==> src/hw/rtl/trpd_pkg.sv <==
// ----------------------------------------------------------------------------
// trpd_pkg
// Shared types and constants for the TGA run-length pixel decoder.
// ----------------------------------------------------------------------------
`timescale 1ns / 1ps
`default_nettype none

package trpd_pkg;

    // Result kind, travels on the result channel tuser
    typedef enum logic [1:0] {
        KIND_PIXEL  = 2'd0,
        KIND_HEADER = 2'd1,
        KIND_ERROR  = 2'd2
    } kind_t;

    // Header byte positions
    localparam logic [4:0] HDR_ID_LEN    = 5'd0;
    localparam logic [4:0] HDR_TYPE      = 5'd2;
    localparam logic [4:0] HDR_WIDTH_LO  = 5'd12;
    localparam logic [4:0] HDR_WIDTH_HI  = 5'd13;
    localparam logic [4:0] HDR_HEIGHT_LO = 5'd14;
    localparam logic [4:0] HDR_HEIGHT_HI = 5'd15;
    localparam logic [4:0] HDR_DEPTH     = 5'd16;
    localparam logic [4:0] HDR_DESC      = 5'd17;

    // Accepted formats
    localparam logic [7:0] TYPE_TRUECOLOR = 8'd2;
    localparam logic [7:0] TYPE_RLE       = 8'd10;
    localparam logic [7:0] DEPTH_24       = 8'd24;
    localparam logic [7:0] DEPTH_32       = 8'd32;

    // Descriptor origin bit and packet run flag
    localparam int DESC_ORIGIN_BIT = 5;
    localparam int PKT_RUN_BIT     = 7;

    localparam logic [7:0] ALPHA_OPAQUE = 8'hFF;

    // One result transaction
    typedef struct packed {
        kind_t       kind;
        logic [7:0]  red;
        logic [7:0]  green;
        logic [7:0]  blue;
        logic [7:0]  alpha;
        logic [7:0]  repeat_res;
        logic [15:0] frame_width;
        logic [15:0] frame_height;
        logic        top_origin;
        logic        last_pixel;
    } result_t;

endpackage

`default_nettype wire

==> src/hw/rtl/tga_rle_pixel_decoder.sv <==
// A result is registered in the output or skid stage before the m_ side shows it.
// Throughput: one file byte per cycle while s_tready is high; at most one result per byte.
// s_tready drops only while the skid stage holds a result behind a stalled output.
// Reset: aresetn (synchronous, active low) clears all parse state and the valid
// flags of both output stages; no clearing pass, the block is ready the cycle after reset.
// ----------------------------------------------------------------------------
// tga_rle_pixel_decoder
// Parses a TGA byte stream and emits header, error and RGBA pixel-run results.
// ----------------------------------------------------------------------------
`timescale 1ns / 1ps
`default_nettype none

module tga_rle_pixel_decoder (
    input  wire logic        aclk,
    input  wire logic        aresetn,
    input  wire logic        s_tvalid,
    output      logic        s_tready,
    input  wire logic [7:0]  s_tdata,   // [7:0] data_byte
    input  wire logic        s_tuser,   // [0] first_byte
    output      logic        m_tvalid,
    input  wire logic        m_tready,
    output      logic [79:0] m_tdata,   // red, green, blue, alpha, repeat_res,
                                        // frame_width, frame_height, top_origin, zero pad
    output      logic [1:0]  m_tuser,   // [1:0] kind
    output      logic        m_tlast    // last_pixel
);

    logic              in_valid;
    logic              res_valid;
    trpd_pkg::result_t res;
    trpd_pkg::result_t out_res;
    logic              space;

    assign s_tready = space;
    assign in_valid = s_tvalid && space;

    // Parse and decode each accepted transaction
    trpd_parser u_parser (
        .aclk      (aclk),
        .aresetn   (aresetn),
        .in_valid  (in_valid),
        .in_byte   (s_tdata),
        .in_first  (s_tuser),
        .res_valid (res_valid),
        .res       (res)
    );

    // Hold results for the downstream side
    trpd_out_buf u_out_buf (
        .aclk       (aclk),
        .aresetn    (aresetn),
        .push_valid (res_valid),
        .push_data  (res),
        .space      (space),
        .m_valid    (m_tvalid),
        .m_ready    (m_tready),
        .m_data     (out_res)
    );

    // Pack result fields
    assign m_tdata = {7'd0, out_res.top_origin, out_res.frame_height, out_res.frame_width,
                      out_res.repeat_res, out_res.alpha, out_res.blue, out_res.green,
                      out_res.red};
    assign m_tuser = out_res.kind;
    assign m_tlast = out_res.last_pixel;

endmodule

`default_nettype wire

==> src/hw/rtl/trpd_parser.sv <==
// ----------------------------------------------------------------------------
// trpd_parser
// Header parse, ID skip and pixel/packet decode, one file byte per cycle.
// ----------------------------------------------------------------------------
`timescale 1ns / 1ps
`default_nettype none

module trpd_parser (
    input  wire logic              aclk,
    input  wire logic              aresetn,
    input  wire logic              in_valid,
    input  wire logic [7:0]        in_byte,
    input  wire logic              in_first,
    output      logic              res_valid,
    output      trpd_pkg::result_t res
);

    typedef enum logic [2:0] {
        PH_HEADER = 3'd0,
        PH_IDSKIP = 3'd1,
        PH_PKTHDR = 3'd2,
        PH_RUNPIX = 3'd3,
        PH_RAWPIX = 3'd4,
        PH_PLAIN  = 3'd5,
        PH_IDLE   = 3'd6
    } phase_t;

    phase_t      phase_reg, phase_next, ph;
    logic [4:0]  header_count_reg, header_count_next, hc;
    logic [7:0]  id_skip_left_reg, id_skip_left_next, id_cur;
    logic [7:0]  image_kind_reg, image_kind_next, kind_cur;
    logic [15:0] width_reg, width_next, width_cur;
    logic [15:0] height_reg, height_next, height_cur;
    logic [7:0]  depth_reg, depth_next, depth_cur;
    logic        four_comp_reg, four_comp_next, four_cur;
    logic        origin_reg, origin_next, origin_cur;
    logic [31:0] pixels_left_reg, pixels_left_next, pixels_cur;
    logic [7:0]  packet_left_reg, packet_left_next, packet_cur;
    logic [1:0]  byte_in_pixel_reg, byte_in_pixel_next, bip;
    logic [31:0] pixel_asm_reg, pixel_asm_next, asm_new;

    logic [31:0] area;
    logic        pix_done;
    logic [7:0]  run_count;
    logic [7:0]  emit_count;
    logic [31:0] pixels_after;
    logic        emit_last;
    logic [7:0]  raw_left;
    logic        fmt_ok;
    logic        emit;
    logic        hdr_done;
    logic        fmt_err;
    phase_t      enter_phase;

    // Image area, loaded into the pixel counter at the end of the header
    assign area = 32'(width_reg) * 32'(height_reg);

    // Restart from cleared state when the byte opens a new file
    always_comb begin
        ph         = in_first ? PH_HEADER : phase_reg;
        hc         = in_first ? 5'd0 : header_count_reg;
        id_cur     = in_first ? 8'd0 : id_skip_left_reg;
        kind_cur   = in_first ? 8'd0 : image_kind_reg;
        width_cur  = in_first ? 16'd0 : width_reg;
        height_cur = in_first ? 16'd0 : height_reg;
        depth_cur  = in_first ? 8'd0 : depth_reg;
        four_cur   = in_first ? 1'b0 : four_comp_reg;
        origin_cur = in_first ? 1'b0 : origin_reg;
        pixels_cur = in_first ? 32'd0 : pixels_left_reg;
        packet_cur = in_first ? 8'd0 : packet_left_reg;
        bip        = in_first ? 2'd0 : byte_in_pixel_reg;
    end

    // Pixel byte assembly and run clipping
    always_comb begin
        asm_new = pixel_asm_reg;
        asm_new[{bip, 3'b000} +: 8] = in_byte;
        pix_done     = (bip == 2'd3) || (!four_cur && (bip == 2'd2));
        run_count    = (ph == PH_RUNPIX) ? packet_cur : 8'd1;
        emit_count   = (32'(run_count) > pixels_cur) ? pixels_cur[7:0] : run_count;
        pixels_after = pixels_cur - 32'(emit_count);
        emit_last    = (pixels_after == 32'd0);
        raw_left     = packet_cur - 8'd1;
        fmt_ok       = ((depth_cur == trpd_pkg::DEPTH_24) || (depth_cur == trpd_pkg::DEPTH_32))
                    && ((kind_cur == trpd_pkg::TYPE_TRUECOLOR)
                     || (kind_cur == trpd_pkg::TYPE_RLE));
        enter_phase  = (kind_cur == trpd_pkg::TYPE_RLE) ? PH_PKTHDR : PH_PLAIN;
    end

    // Next state per phase
    always_comb begin
        phase_next         = ph;
        header_count_next  = hc;
        id_skip_left_next  = id_cur;
        image_kind_next    = kind_cur;
        width_next         = width_cur;
        height_next        = height_cur;
        depth_next         = depth_cur;
        four_comp_next     = four_cur;
        origin_next        = origin_cur;
        pixels_left_next   = pixels_cur;
        packet_left_next   = packet_cur;
        byte_in_pixel_next = bip;
        pixel_asm_next     = pixel_asm_reg;
        emit               = 1'b0;
        hdr_done           = 1'b0;
        fmt_err            = 1'b0;

        unique case (ph) inside
            PH_HEADER: begin
                case (hc)
                    trpd_pkg::HDR_ID_LEN:    id_skip_left_next = in_byte;
                    trpd_pkg::HDR_TYPE:      image_kind_next = in_byte;
                    trpd_pkg::HDR_WIDTH_LO:  width_next[7:0] = in_byte;
                    trpd_pkg::HDR_WIDTH_HI:  width_next[15:8] = in_byte;
                    trpd_pkg::HDR_HEIGHT_LO: height_next[7:0] = in_byte;
                    trpd_pkg::HDR_HEIGHT_HI: height_next[15:8] = in_byte;
                    trpd_pkg::HDR_DEPTH:     depth_next = in_byte;
                    trpd_pkg::HDR_DESC:
                        origin_next = in_byte[trpd_pkg::DESC_ORIGIN_BIT];
                    default: ;
                endcase
                if (hc < trpd_pkg::HDR_DESC) begin
                    header_count_next = hc + 5'd1;
                end else begin
                    header_count_next = 5'd0;
                    if (!fmt_ok) begin
                        fmt_err    = 1'b1;
                        phase_next = PH_IDLE;
                    end else begin
                        hdr_done           = 1'b1;
                        four_comp_next     = (depth_cur == trpd_pkg::DEPTH_32);
                        pixels_left_next   = area;
                        byte_in_pixel_next = 2'd0;
                        if (id_cur != 8'd0) begin
                            phase_next = PH_IDSKIP;
                        end else if ((width_cur == 16'd0) || (height_cur == 16'd0)) begin
                            phase_next = PH_IDLE;
                        end else begin
                            phase_next = enter_phase;
                        end
                    end
                end
            end
            PH_IDSKIP: begin
                id_skip_left_next = id_cur - 8'd1;
                if (id_skip_left_next == 8'd0) begin
                    phase_next = (pixels_cur == 32'd0) ? PH_IDLE : enter_phase;
                end
            end
            PH_PKTHDR: begin
                packet_left_next   = {1'b0, in_byte[6:0]} + 8'd1;
                byte_in_pixel_next = 2'd0;
                phase_next = in_byte[trpd_pkg::PKT_RUN_BIT] ? PH_RUNPIX : PH_RAWPIX;
            end
            PH_RUNPIX, PH_RAWPIX, PH_PLAIN: begin
                pixel_asm_next     = asm_new;
                byte_in_pixel_next = bip + 2'd1;
                if (pix_done) begin
                    emit = 1'b1;
                    if (ph == PH_RUNPIX) begin
                        phase_next = PH_PKTHDR;
                    end else if (ph == PH_RAWPIX) begin
                        packet_left_next = raw_left;
                        if (raw_left == 8'd0) begin
                            phase_next = PH_PKTHDR;
                        end
                    end
                    pixels_left_next   = pixels_after;
                    byte_in_pixel_next = 2'd0;
                    if (emit_last) begin
                        phase_next = PH_IDLE;
                    end
                end
            end
            default: ;
        endcase
    end

    // Build the result transaction
    always_comb begin
        res              = '0;
        res.kind         = emit ? trpd_pkg::KIND_PIXEL
                         : (hdr_done ? trpd_pkg::KIND_HEADER : trpd_pkg::KIND_ERROR);
        res.frame_width  = width_next;
        res.frame_height = height_next;
        res.top_origin   = origin_next;
        if (emit) begin
            res.red        = asm_new[23:16];
            res.green      = asm_new[15:8];
            res.blue       = asm_new[7:0];
            res.alpha      = four_cur ? asm_new[31:24] : trpd_pkg::ALPHA_OPAQUE;
            res.repeat_res = emit_count;
            res.last_pixel = emit_last;
        end
    end

    assign res_valid = in_valid && (emit || hdr_done || fmt_err);

    // Hold state; advance on each accepted byte
    always_ff @(posedge aclk) begin
        if (!aresetn) begin
            phase_reg         <= PH_HEADER;
            header_count_reg  <= '0;
            id_skip_left_reg  <= '0;
            image_kind_reg    <= '0;
            width_reg         <= '0;
            height_reg        <= '0;
            depth_reg         <= '0;
            four_comp_reg     <= 1'b0;
            origin_reg        <= 1'b0;
            pixels_left_reg   <= '0;
            packet_left_reg   <= '0;
            byte_in_pixel_reg <= '0;
            pixel_asm_reg     <= '0;
        end else if (in_valid) begin
            phase_reg         <= phase_next;
            header_count_reg  <= header_count_next;
            id_skip_left_reg  <= id_skip_left_next;
            image_kind_reg    <= image_kind_next;
            width_reg         <= width_next;
            height_reg        <= height_next;
            depth_reg         <= depth_next;
            four_comp_reg     <= four_comp_next;
            origin_reg        <= origin_next;
            pixels_left_reg   <= pixels_left_next;
            packet_left_reg   <= packet_left_next;
            byte_in_pixel_reg <= byte_in_pixel_next;
            pixel_asm_reg     <= pixel_asm_next;
        end
    end

`ifndef SYNTHESIS
    a_last_goes_idle: assert property (@(posedge aclk) disable iff (!aresetn)
        res_valid && res.last_pixel |=> phase_reg == PH_IDLE)
        else $error("image end did not idle the parser");

    a_run_nonzero: assert property (@(posedge aclk) disable iff (!aresetn)
        res_valid && (res.kind == trpd_pkg::KIND_PIXEL) |-> res.repeat_res != 8'd0)
        else $error("pixel run with zero repeat");

    a_area_loaded: assert property (@(posedge aclk) disable iff (!aresetn)
        res_valid && (res.kind == trpd_pkg::KIND_HEADER)
        |=> pixels_left_reg == (32'($past(width_reg)) * 32'($past(height_reg))))
        else $error("pixel counter not loaded with image area");
`endif

endmodule

`default_nettype wire

==> src/hw/rtl/trpd_out_buf.sv <==
// ----------------------------------------------------------------------------
// trpd_out_buf
// Output register with skid stage; ready depends on registers only.
// ----------------------------------------------------------------------------
`timescale 1ns / 1ps
`default_nettype none

module trpd_out_buf (
    input  wire logic              aclk,
    input  wire logic              aresetn,
    input  wire logic              push_valid,
    input  wire trpd_pkg::result_t push_data,
    output      logic              space,
    output      logic              m_valid,
    input  wire logic              m_ready,
    output      trpd_pkg::result_t m_data
);

    logic              out_valid_reg;
    logic              skid_valid_reg;
    trpd_pkg::result_t out_reg;
    trpd_pkg::result_t skid_reg;
    logic              pop;

    assign space   = !skid_valid_reg;
    assign m_valid = out_valid_reg;
    assign m_data  = out_reg;
    assign pop     = out_valid_reg && m_ready;

    // Refill the output register from skid first, else from the new transaction
    always_ff @(posedge aclk) begin
        if (!aresetn) begin
            out_valid_reg  <= 1'b0;
            skid_valid_reg <= 1'b0;
        end else if (pop || !out_valid_reg) begin
            if (skid_valid_reg) begin
                out_valid_reg  <= 1'b1;
                skid_valid_reg <= 1'b0;
            end else begin
                out_valid_reg <= push_valid;
            end
        end else if (push_valid) begin
            skid_valid_reg <= 1'b1;
        end
    end

    // Payload registers
    always_ff @(posedge aclk) begin
        if (pop || !out_valid_reg) begin
            if (skid_valid_reg) begin
                out_reg <= skid_reg;
            end else begin
                out_reg <= push_data;
            end
        end else if (push_valid) begin
            skid_reg <= push_data;
        end
    end

`ifndef SYNTHESIS
    a_no_overflow: assert property (@(posedge aclk) disable iff (!aresetn)
        push_valid |-> !skid_valid_reg)
        else $error("result pushed into full buffer");

    a_skid_behind_out: assert property (@(posedge aclk) disable iff (!aresetn)
        skid_valid_reg |-> out_valid_reg)
        else $error("skid holds data while output register is empty");

    a_hold_while_stalled: assert property (@(posedge aclk) disable iff (!aresetn)
        m_valid && !m_ready |=> m_valid && $stable(m_data))
        else $error("output transaction changed while stalled");
`endif

endmodule

`default_nettype wire

==> config.mk <==
export PLATFORM = sky130hd
export DESIGN_NAME = tga_rle_pixel_decoder
export DESIGN_NICKNAME = d
export VERILOG_FILES = /design/src/hw/rtl/trpd_pkg.sv /design/src/hw/rtl/tga_rle_pixel_decoder.sv /design/src/hw/rtl/trpd_parser.sv /design/src/hw/rtl/trpd_out_buf.sv
export SDC_FILE = /design/constraint.sdc
export NUM_CORES = 1
export LEC_CHECK = 0
export ABC_CLOCK_PERIOD_IN_PS = 11700
export BUFFER_PORTS_ARGS = -buffer_cell sky130_fd_sc_hd__buf_4
export CORE_ASPECT_RATIO = 1.1
export CORE_MARGIN = 2
export CORE_UTILIZATION = 41
export CTS_CLUSTER_SIZE = 24
export DETAILED_ROUTE_END_ITERATION = 10
export PLACE_DENSITY_LB_ADDON = 0.2
export RECOVER_POWER = 25
export SLEW_MARGIN = 20
export SYNTH_ARGS = -nofsm -noshare
export SYNTH_HDL_FRONTEND = slang
export SYNTH_SLANG_ARGS = --single-unit
==> constraint.sdc <==
create_clock -name aclk -period 11.7 [get_ports aclk]
set_clock_uncertainty 0.15 [all_clocks]
set_input_delay 1.755 -clock aclk [delete_from_list [all_inputs] [get_ports aclk]]
set_output_delay 1.755 -clock aclk [all_outputs]
set_load 0.01 [all_outputs]
Word level (Yosys, flattened, before mapping)
Index checks and enable logic that the tools add are counted.

cells by class
  add/subtract/negate cells = 7
  multiply operators = 1
  order comparisons = 2
  equality and inequality tests = 18
  shift-type cells = 2
  mux-type cells = 75
  bitwise operators = 2
  reduce and logical (&&, ||, !) cells = 28

operators by type and width
  operator                                                                 number
  8-bit 2-to-1 mux                                                         19
  32-bit 2-to-1 mux                                                        4
  76-bit 2-to-1 mux                                                        1
  32-bit zero test                                                         2
  16-bit 2-to-1 mux                                                        4
  32-bit one-hot mux with 2 select lines                                   1
  3-bit 2-to-1 mux                                                         14
  40-bit 2-to-1 mux                                                        1
  32-bit bitwise mux                                                       1
  8-bit by 32-bit > comparator with 1-bit output                           1
  16-bit zero test                                                         2
  16-bit by 16-bit multiplier with 32-bit output                           1
  8-bit one-hot mux with 2 select lines                                    2
  8-bit by 7-bit variable shift with 32-bit output (first input constant)  1
  8-bit by 7-bit indexed part select with 32-bit output                    1
  32-bit by 8-bit subtractor with 32-bit output                            1
  5-bit by 4-bit equality test with 1-bit output (second input constant)   4
  1-bit 2-to-1 mux                                                         17
  8-bit zero test                                                          2
  8-bit by 1-bit subtractor with 8-bit output (second input constant)      2
  5-bit 2-to-1 mux                                                         3
  2-bit 2-to-1 mux                                                         6
  3-bit one-hot mux with 4 select lines                                    1
  5-bit equality test (second input constant)                              2
  25 further kinds                                                         42

storage, ports and cells
  register bits = 294
  word-level logic and storage cells = 170

Logic depth before layout (Yosys ltp)
  word-level depth = 11
  depth in mapped cells = 29
  gate-level depth less buffers = 25

By module
A second synthesis with hierarchy kept.

second synthesis, totals
  cells, all modules = 2685
  area, all modules = 24414.7 µm²

by module, submodules not included
  module                 instances  cells each  area an instance (µm²)  seq. area each (µm²)
  trpd_parser            1          2430        18701.7                 2802.7
  trpd_out_buf           1          246         5650.4                  4604.4
  tga_rle_pixel_decoder  1          9           62.6                    0.0

Worst setup path after synthesis
Ideal clock, no wire load.

  kind = in2reg
  start point = input port s_tuser
  end point = register u_out_buf.skid_reg[0] in the netlist's numbering, enable pin
  data arrival time = 9.751 ns
  setup slack = 1.176 ns
  stages on the path = 13
  path through = buf_2 inv_1 clkbuf_1 buf_1 buf_1 nand2_1 inv_1 ha_1 a21o_1 nand2_1 clkbuf_1 clkbuf_1 a211oi_1

on the way
  word-level cells in the longest chain between the ends = 11
  elaborated cells on any way between the ends = 36
  classes of those cells = order compare (1); eq/ne (9); mux (14); reduce/logical (12)

RTL lines
  element                                                                 line                                  RTL
  start: declaration                                                      tga_rle_pixel_decoder.sv:19           input wire logic s_tuser,
  8-bit 2-to-1 mux (on tied branches)                                     trpd_parser.sv:66, trpd_parser.sv:63
  8-bit by 5-bit equality test with 1-bit output (tied with other cells)  trpd_parser.sv:84                     fmt_ok = ((depth_cur == trpd_pkg::DEPTH_24) || (depth_cur == trpd_pkg::DEPTH_32))
  1-bit logical OR (on tied branches)                                     trpd_parser.sv:84, trpd_parser.sv:86
  1-bit logical AND                                                       trpd_parser.sv:85                     && ((kind_cur == trpd_pkg::TYPE_TRUECOLOR)
  1-bit 2-to-1 mux                                                        trpd_parser.sv:127                    if (!fmt_ok) begin
  1-bit 2-to-1 mux                                                        trpd_parser.sv:123                    if (hc < trpd_pkg::HDR_DESC) begin
  1-bit 2-to-1 mux                                                        trpd_parser.sv:109                    unique case (ph) inside
  1-bit logical OR                                                        trpd_parser.sv:198                    assign res_valid = in_valid && (emit || hdr_done || fmt_err);
  1-bit logical OR *                                                      trpd_parser.sv:198
  1-bit logical AND *                                                     trpd_parser.sv:198
  2-bit AND reduction (no line) *                                         n/a
  end signal: assignment                                                  trpd_out_buf.sv:56                    skid_reg <= push_data;
  end: declaration                                                        trpd_out_buf.sv:22                    trpd_pkg::result_t skid_reg;

Mark *: on every way between the ends. The rest lies on a longest branch, timed or not.
A chain may end at the register's enable or synchronous reset.

Worst setup path in the final report
  start point = input port s_tuser
  end point = register u_out_buf.out_reg, in the netlist u_out_buf.m_data[0], data pin

on the way
  word-level cells in the longest chain between the ends = 9
  elaborated cells on any way between the ends = 23
  classes of those cells = add/sub (1); order compare (1); eq/ne (5); mux (11); reduce/logical (5)

RTL lines
  element                                         line                RTL
  3-bit 2-to-1 mux                                trpd_parser.sv:60   ph = in_first ? PH_HEADER : phase_reg;
  3-bit by 2-bit equality test with 1-bit output  trpd_parser.sv:79   run_count = (ph == PH_RUNPIX) ? packet_cur : 8'd1;
  8-bit 2-to-1 mux                                trpd_parser.sv:79
  8-bit by 32-bit > comparator with 1-bit output  trpd_parser.sv:80   emit_count = (32'(run_count) > pixels_cur) ? pixels_cur[7:0] : run_count;
  8-bit 2-to-1 mux                                trpd_parser.sv:80
  32-bit by 8-bit subtractor with 32-bit output   trpd_parser.sv:81   pixels_after = pixels_cur - 32'(emit_count);
  32-bit zero test                                trpd_parser.sv:82   emit_last = (pixels_after == 32'd0);
  1-bit 2-to-1 mux *                              trpd_parser.sv:188  if (emit) begin
  76-bit 2-to-1 mux *                             trpd_out_buf.sv:50  if (skid_valid_reg) begin
  end signal: assignment                          trpd_out_buf.sv:51  out_reg <= skid_reg;
  end signal: assignment                          trpd_out_buf.sv:53  out_reg <= push_data;
  end: declaration                                trpd_out_buf.sv:21  trpd_pkg::result_t out_reg;

Marked as above.

==> flow_metrics.env <==
export IMPL_run_status="finished with violations"
export IMPL_failed_checks="capacitance limit, slew limit"
export IMPL_worstPathArrival_ns=8.04
export IMPL_synth_area_mm2=0.0243
export IMPL_placementRows=93
export IMPL_place_gp_congestion=0.852
export IMPL_ys_warnings_count=0
export IMPL_grt_antenna_before_repair=0
export IMPL_tritoncts="done"
export IMPL_period_share_pct=66.8
export IMPL_gr_usage_all_layers_pct=22.6
export IMPL_relSlewSlack_pct=-95.2
export IMPL_worst_r2r_cell_count=21
export IMPL_criticalPathCategory="in -> reg"
export IMPL_p_int_mw=1.94
export IMPL_y_dimension_of_the_die_um=259
export IMPL_post_layout_total_power_mw=2.73
export IMPL_rsz_0062_raised_after_global_routing="false"
export IMPL_worst_slew_pin_slew_ns=2.93
export IMPL_cp_required_ns=11.93
export IMPL_clockBufferDepth=3
export IMPL_holdPathStages=2
export IMPL_finalInstanceArea_mm2=0.0264
export IMPL_num_antenna_cells=0
export IMPL_via_count_of_the_first_global_routing_pass=19900
export IMPL_post_drt_wl_per_cell_um=19.5
export IMPL_cts_sink_count=294
export IMPL_cts_hold_fix_buffers=0
export IMPL_core_mm2=0.0585
export IMPL_post_cts_resized_instances=0
export IMPL_grt_overflow_total=0
export IMPL_setup_ws_ns=3.88
export IMPL_synthDistinctLibCells=89
export IMPL_setup_worst_path_end_class="register"
export IMPL_grt_pass1_wl_mm=111
export IMPL_postSynth_asyncResetShare_pct=0
export IMPL_netlist_instances=2746
export IMPL_cell_with_the_biggest_individual_delay_on_the_critical_path="sky130_fd_sc_hd__buf_4"
export IMPL_postRouteWirelength_mm=68.5
export IMPL_iter_0_drt_violations=1200
export IMPL_timing_final_max_slew_violations=82
export IMPL_clk_latency_ns=0.55
export IMPL_post_dp_hpwl_mm=48.6
export IMPL_critical_path_depth=24
export IMPL_io_pins=98
export IMPL_dieArea_mm2=0.0611
export IMPL_maxCapViolations=2
export IMPL_area_growth_pct=8.76
export IMPL_crit_path_max_incr_delay_ns=0.65
export IMPL_path_cells="buf_4 > inv_2 > buf_4 > nand2_1 > ha_1 > nor2b_1 > o21a_1 > o21ai_0 > nand2b_1 > a21oi_1 > o21ai_0 > nand2_1 > mux2i_1 > ha_1 > fa_1 > and2b_1 > o211ai_4 > a31oi_4 > and2_1 > a21oi_1 > nor4_1 > o211ai_1 > or4_4 > o31ai_4"
export IMPL_fin_tns_setup_ns=0
export IMPL_min_delay_start="u_parser.origin_reg"
export IMPL_place_worst_setup_slack_ns=3.30
export IMPL_timing_hold_violations_final=0
export IMPL_clk_transition_reported_paths_ns=0.06
export IMPL_cts_repair_timing_setup_buffer_count=0
export IMPL_grt_start_max_net_pins=104
export IMPL_layout_min_cycle_time_ns=7.82
export IMPL_port_buffers=90
export IMPL_combinationalPowerShare_pct=17.9
export IMPL_share_seq_of_total_power_pct=41.0
export IMPL_critical_path_top_delay_family="simple AND/OR/NAND/NOR gates"
export IMPL_post_synth_cell_area_avg_um2=8.83
export IMPL_finalHoldWorstSlack_ns=0.335
export IMPL_timing_rr_start="u_parser.height_reg[6]"
export IMPL_route_detailed_vias_per_inst=5.57
export IMPL_postRouteAntennaNets=0
export IMPL_worst_path_buf_inv=3
export IMPL_placedInstanceArea_mm2=0.0255
export IMPL_drc=0
export IMPL_timing_critical_path_from_type="primary input"
export IMPL_cts_htree_levels=2
export IMPL_setup_violations=0
export IMPL_power_switching_fraction_pct=29.2
export IMPL_numCtsBuffers=35
export IMPL_synth_yosys_seq_area_share_pct=30.5
export IMPL_ir_worst_vdd_mv=0.119
export IMPL_max_clock_freq_mhz=128
export IMPL_timing_hold_worst_class="reg -> reg"
export IMPL_floorplan_die_width_um=236
export IMPL_drt_pass1_iterations=6
export IMPL_clockRootBuffer="sky130_fd_sc_hd__clkbuf_16"
export IMPL_reported_net_switching_power_uw=798
export IMPL_post_synth_edffs=152
export IMPL_power_static_leakage_nw=10.8
export IMPL_yosys_register_bits=294
export IMPL_clockPowerShare_pct=41.2
export IMPL_startpoint="s_tuser"
export IMPL_final_net_count=3072
export IMPL_critPathMaxFanout=69
export IMPL_power_density_cell_area_mw_per_mm2=104
export IMPL_post_route_cells_drive_above_1_share_pct=6.79
export IMPL_start_util_pct=41.4
export IMPL_dr_total_vias=19600
export IMPL_ys_dominant_reg_cell="sky130_fd_sc_hd__edfxtp_1"
-- cell usage in the layout (no fill, tap or decap), types with 29 or more instances in the layout --
| cell type | instances |
|---|---|
| sky130_fd_sc_hd__a21oi_1 | 117 |
| sky130_fd_sc_hd__a22oi_1 | 67 |
| sky130_fd_sc_hd__and2_1 | 108 |
| sky130_fd_sc_hd__buf_4 | 59 |
| sky130_fd_sc_hd__clkbuf_1 | 75 |
| sky130_fd_sc_hd__clkbuf_16 | 36 |
| sky130_fd_sc_hd__dfxtp_1 | 141 |
| sky130_fd_sc_hd__edfxtp_1 | 152 |
| sky130_fd_sc_hd__fa_1 | 195 |
| sky130_fd_sc_hd__ha_1 | 138 |
| sky130_fd_sc_hd__inv_1 | 278 |
| sky130_fd_sc_hd__mux2_2 | 41 |
| sky130_fd_sc_hd__nand2_1 | 371 |
| sky130_fd_sc_hd__nand3_1 | 41 |
| sky130_fd_sc_hd__nor2_1 | 209 |
| sky130_fd_sc_hd__nor2b_1 | 104 |
| sky130_fd_sc_hd__nor3_1 | 41 |
| sky130_fd_sc_hd__nor3b_1 | 42 |
| sky130_fd_sc_hd__nor4_1 | 29 |
| sky130_fd_sc_hd__o21ai_0 | 122 |
| sky130_fd_sc_hd__o31ai_1 | 39 |
-- Yosys cell counts, drive strengths merged, types with 6 or more instances --
cell type	number	share of area, %
o22ai	15	0.39
inv	279	4.3
mux2i	14	0.58
o211ai	9	0.34
nor2b	106	2.8
o31ai	40	1.3
nor3	42	0.89
nand2	373	5.8
nand4	8	0.21
o211a	6	0.25
and2	108	2.8
a21oi	119	2.5
nor2	209	3.2
or2	10	0.28
dfxtp	142	12
nor3b	42	1.3
edfxtp	152	19
nor4	33	0.96
nand3	42	0.89
o21bai	7	0.22
mux2	41	1.9
xnor2	26	0.94
ha	138	7.1
and3	11	0.29
a21o	10	0.31
a31oi	23	0.66
a211oi	9	0.28
buf	42	0.86
o2111ai	6	0.22
o21ai	128	2.6
fa	195	16
a22oi	67	2.1
nand2b	21	0.54
clkbuf	151	2.3
or3	10	0.28
o21a	9	0.28
xor2	20	0.72
a21boi	10	0.31
-- power groups by stage --
stage,sequential [mW],clock [mW],combinational (mW)
5_1_grt,1.12,1.19,0.546
2_1_floorplan,1.12,0,0.355
3_5_place_dp,1.14,0,0.485
4_1_cts,1.12,1.15,0.492
3_3_place_gp,1.14,0,0.481
6_report,1.12,1.13,0.489
-- final cells by class --
| class | instances | area (µm²) |
|---|---|---|
| clock inverter | 21 | 225 |
| multi-input combinational | 1985 | 15100 |
| tap | 760 | 951 |
| fill | 5696 | 32200 |
| inverter | 280 | 1050 |
| timing repair buffer | 130 | 713 |
| clock buffer | 43 | 947 |
| sequential | 294 | 7410 |
-- worst paths after layout --
kind / endpoint / slack [ns]
setup / recovery: u_out_buf.m_data[0] / 3.88
hold / removal: u_parser.origin_reg / 0.34
setup reg to reg: u_parser.pixels_left_reg[30] / 4.51
hold reg to reg: u_parser.origin_reg / 0.34
-- kinds of logic after synthesis --
| group | count (synthesis) | synth area share, % |
|---|---|---|
| adders and majority gates | 333 | 23.2 |
| buffers and inverters | 473 | 7.53 |
| DFF | 294 | 30.5 |
| and+or+nand+nor | 1035 | 20.9 |
| other | 1 | 0.0155 |
| muxes | 55 | 2.48 |
| AOI/OAI and AO/OA | 509 | 13.7 |
| xor gates and xnor gates | 46 | 1.66 |
-- layer usage --
metal  global-route usage, %  routed length, µm  vias to the layer above
met3                    2.35               3120                      137
met4                    8.00               2180                        0
met1                    30.0              30300                     9686
met2                    38.6              33000                      555
met5                       0                  0                        -
li1                        -                  -                     9183
-- through the flow --
stage          util (%)  cells
6_report           45.1   3513
3_3_place_gp       43.5   3449
2_1_floorplan         -   2752
3_5_place_dp       43.5   3449
5_1_grt            45.1   3513
4_1_cts            45.5   3513
-- worst reg2reg max path, stage by stage, from the launching register on --
cell	delay (ns)
sky130_fd_sc_hd__dfxtp_1	1.00
sky130_fd_sc_hd__nand2_1	0.19
sky130_fd_sc_hd__fa_1	0.53
sky130_fd_sc_hd__inv_1	0.05
sky130_fd_sc_hd__fa_1	0.45
sky130_fd_sc_hd__fa_1	0.49
sky130_fd_sc_hd__fa_1	0.56
sky130_fd_sc_hd__inv_1	0.06
sky130_fd_sc_hd__fa_1	0.48
sky130_fd_sc_hd__inv_1	0.05
sky130_fd_sc_hd__fa_1	0.49
sky130_fd_sc_hd__ha_1	0.38
sky130_fd_sc_hd__a21oi_1	0.26
sky130_fd_sc_hd__o211ai_1	0.18
sky130_fd_sc_hd__a211oi_1	0.28
sky130_fd_sc_hd__o31ai_1	0.11
sky130_fd_sc_hd__buf_4	0.17
sky130_fd_sc_hd__o41ai_1	0.42
sky130_fd_sc_hd__a31o_2	0.29
sky130_fd_sc_hd__nor2b_1	0.05
sky130_fd_sc_hd__o32ai_1	0.30
sky130_fd_sc_hd__a41o_1	0.22
Power figures use the tool's default switching activity.
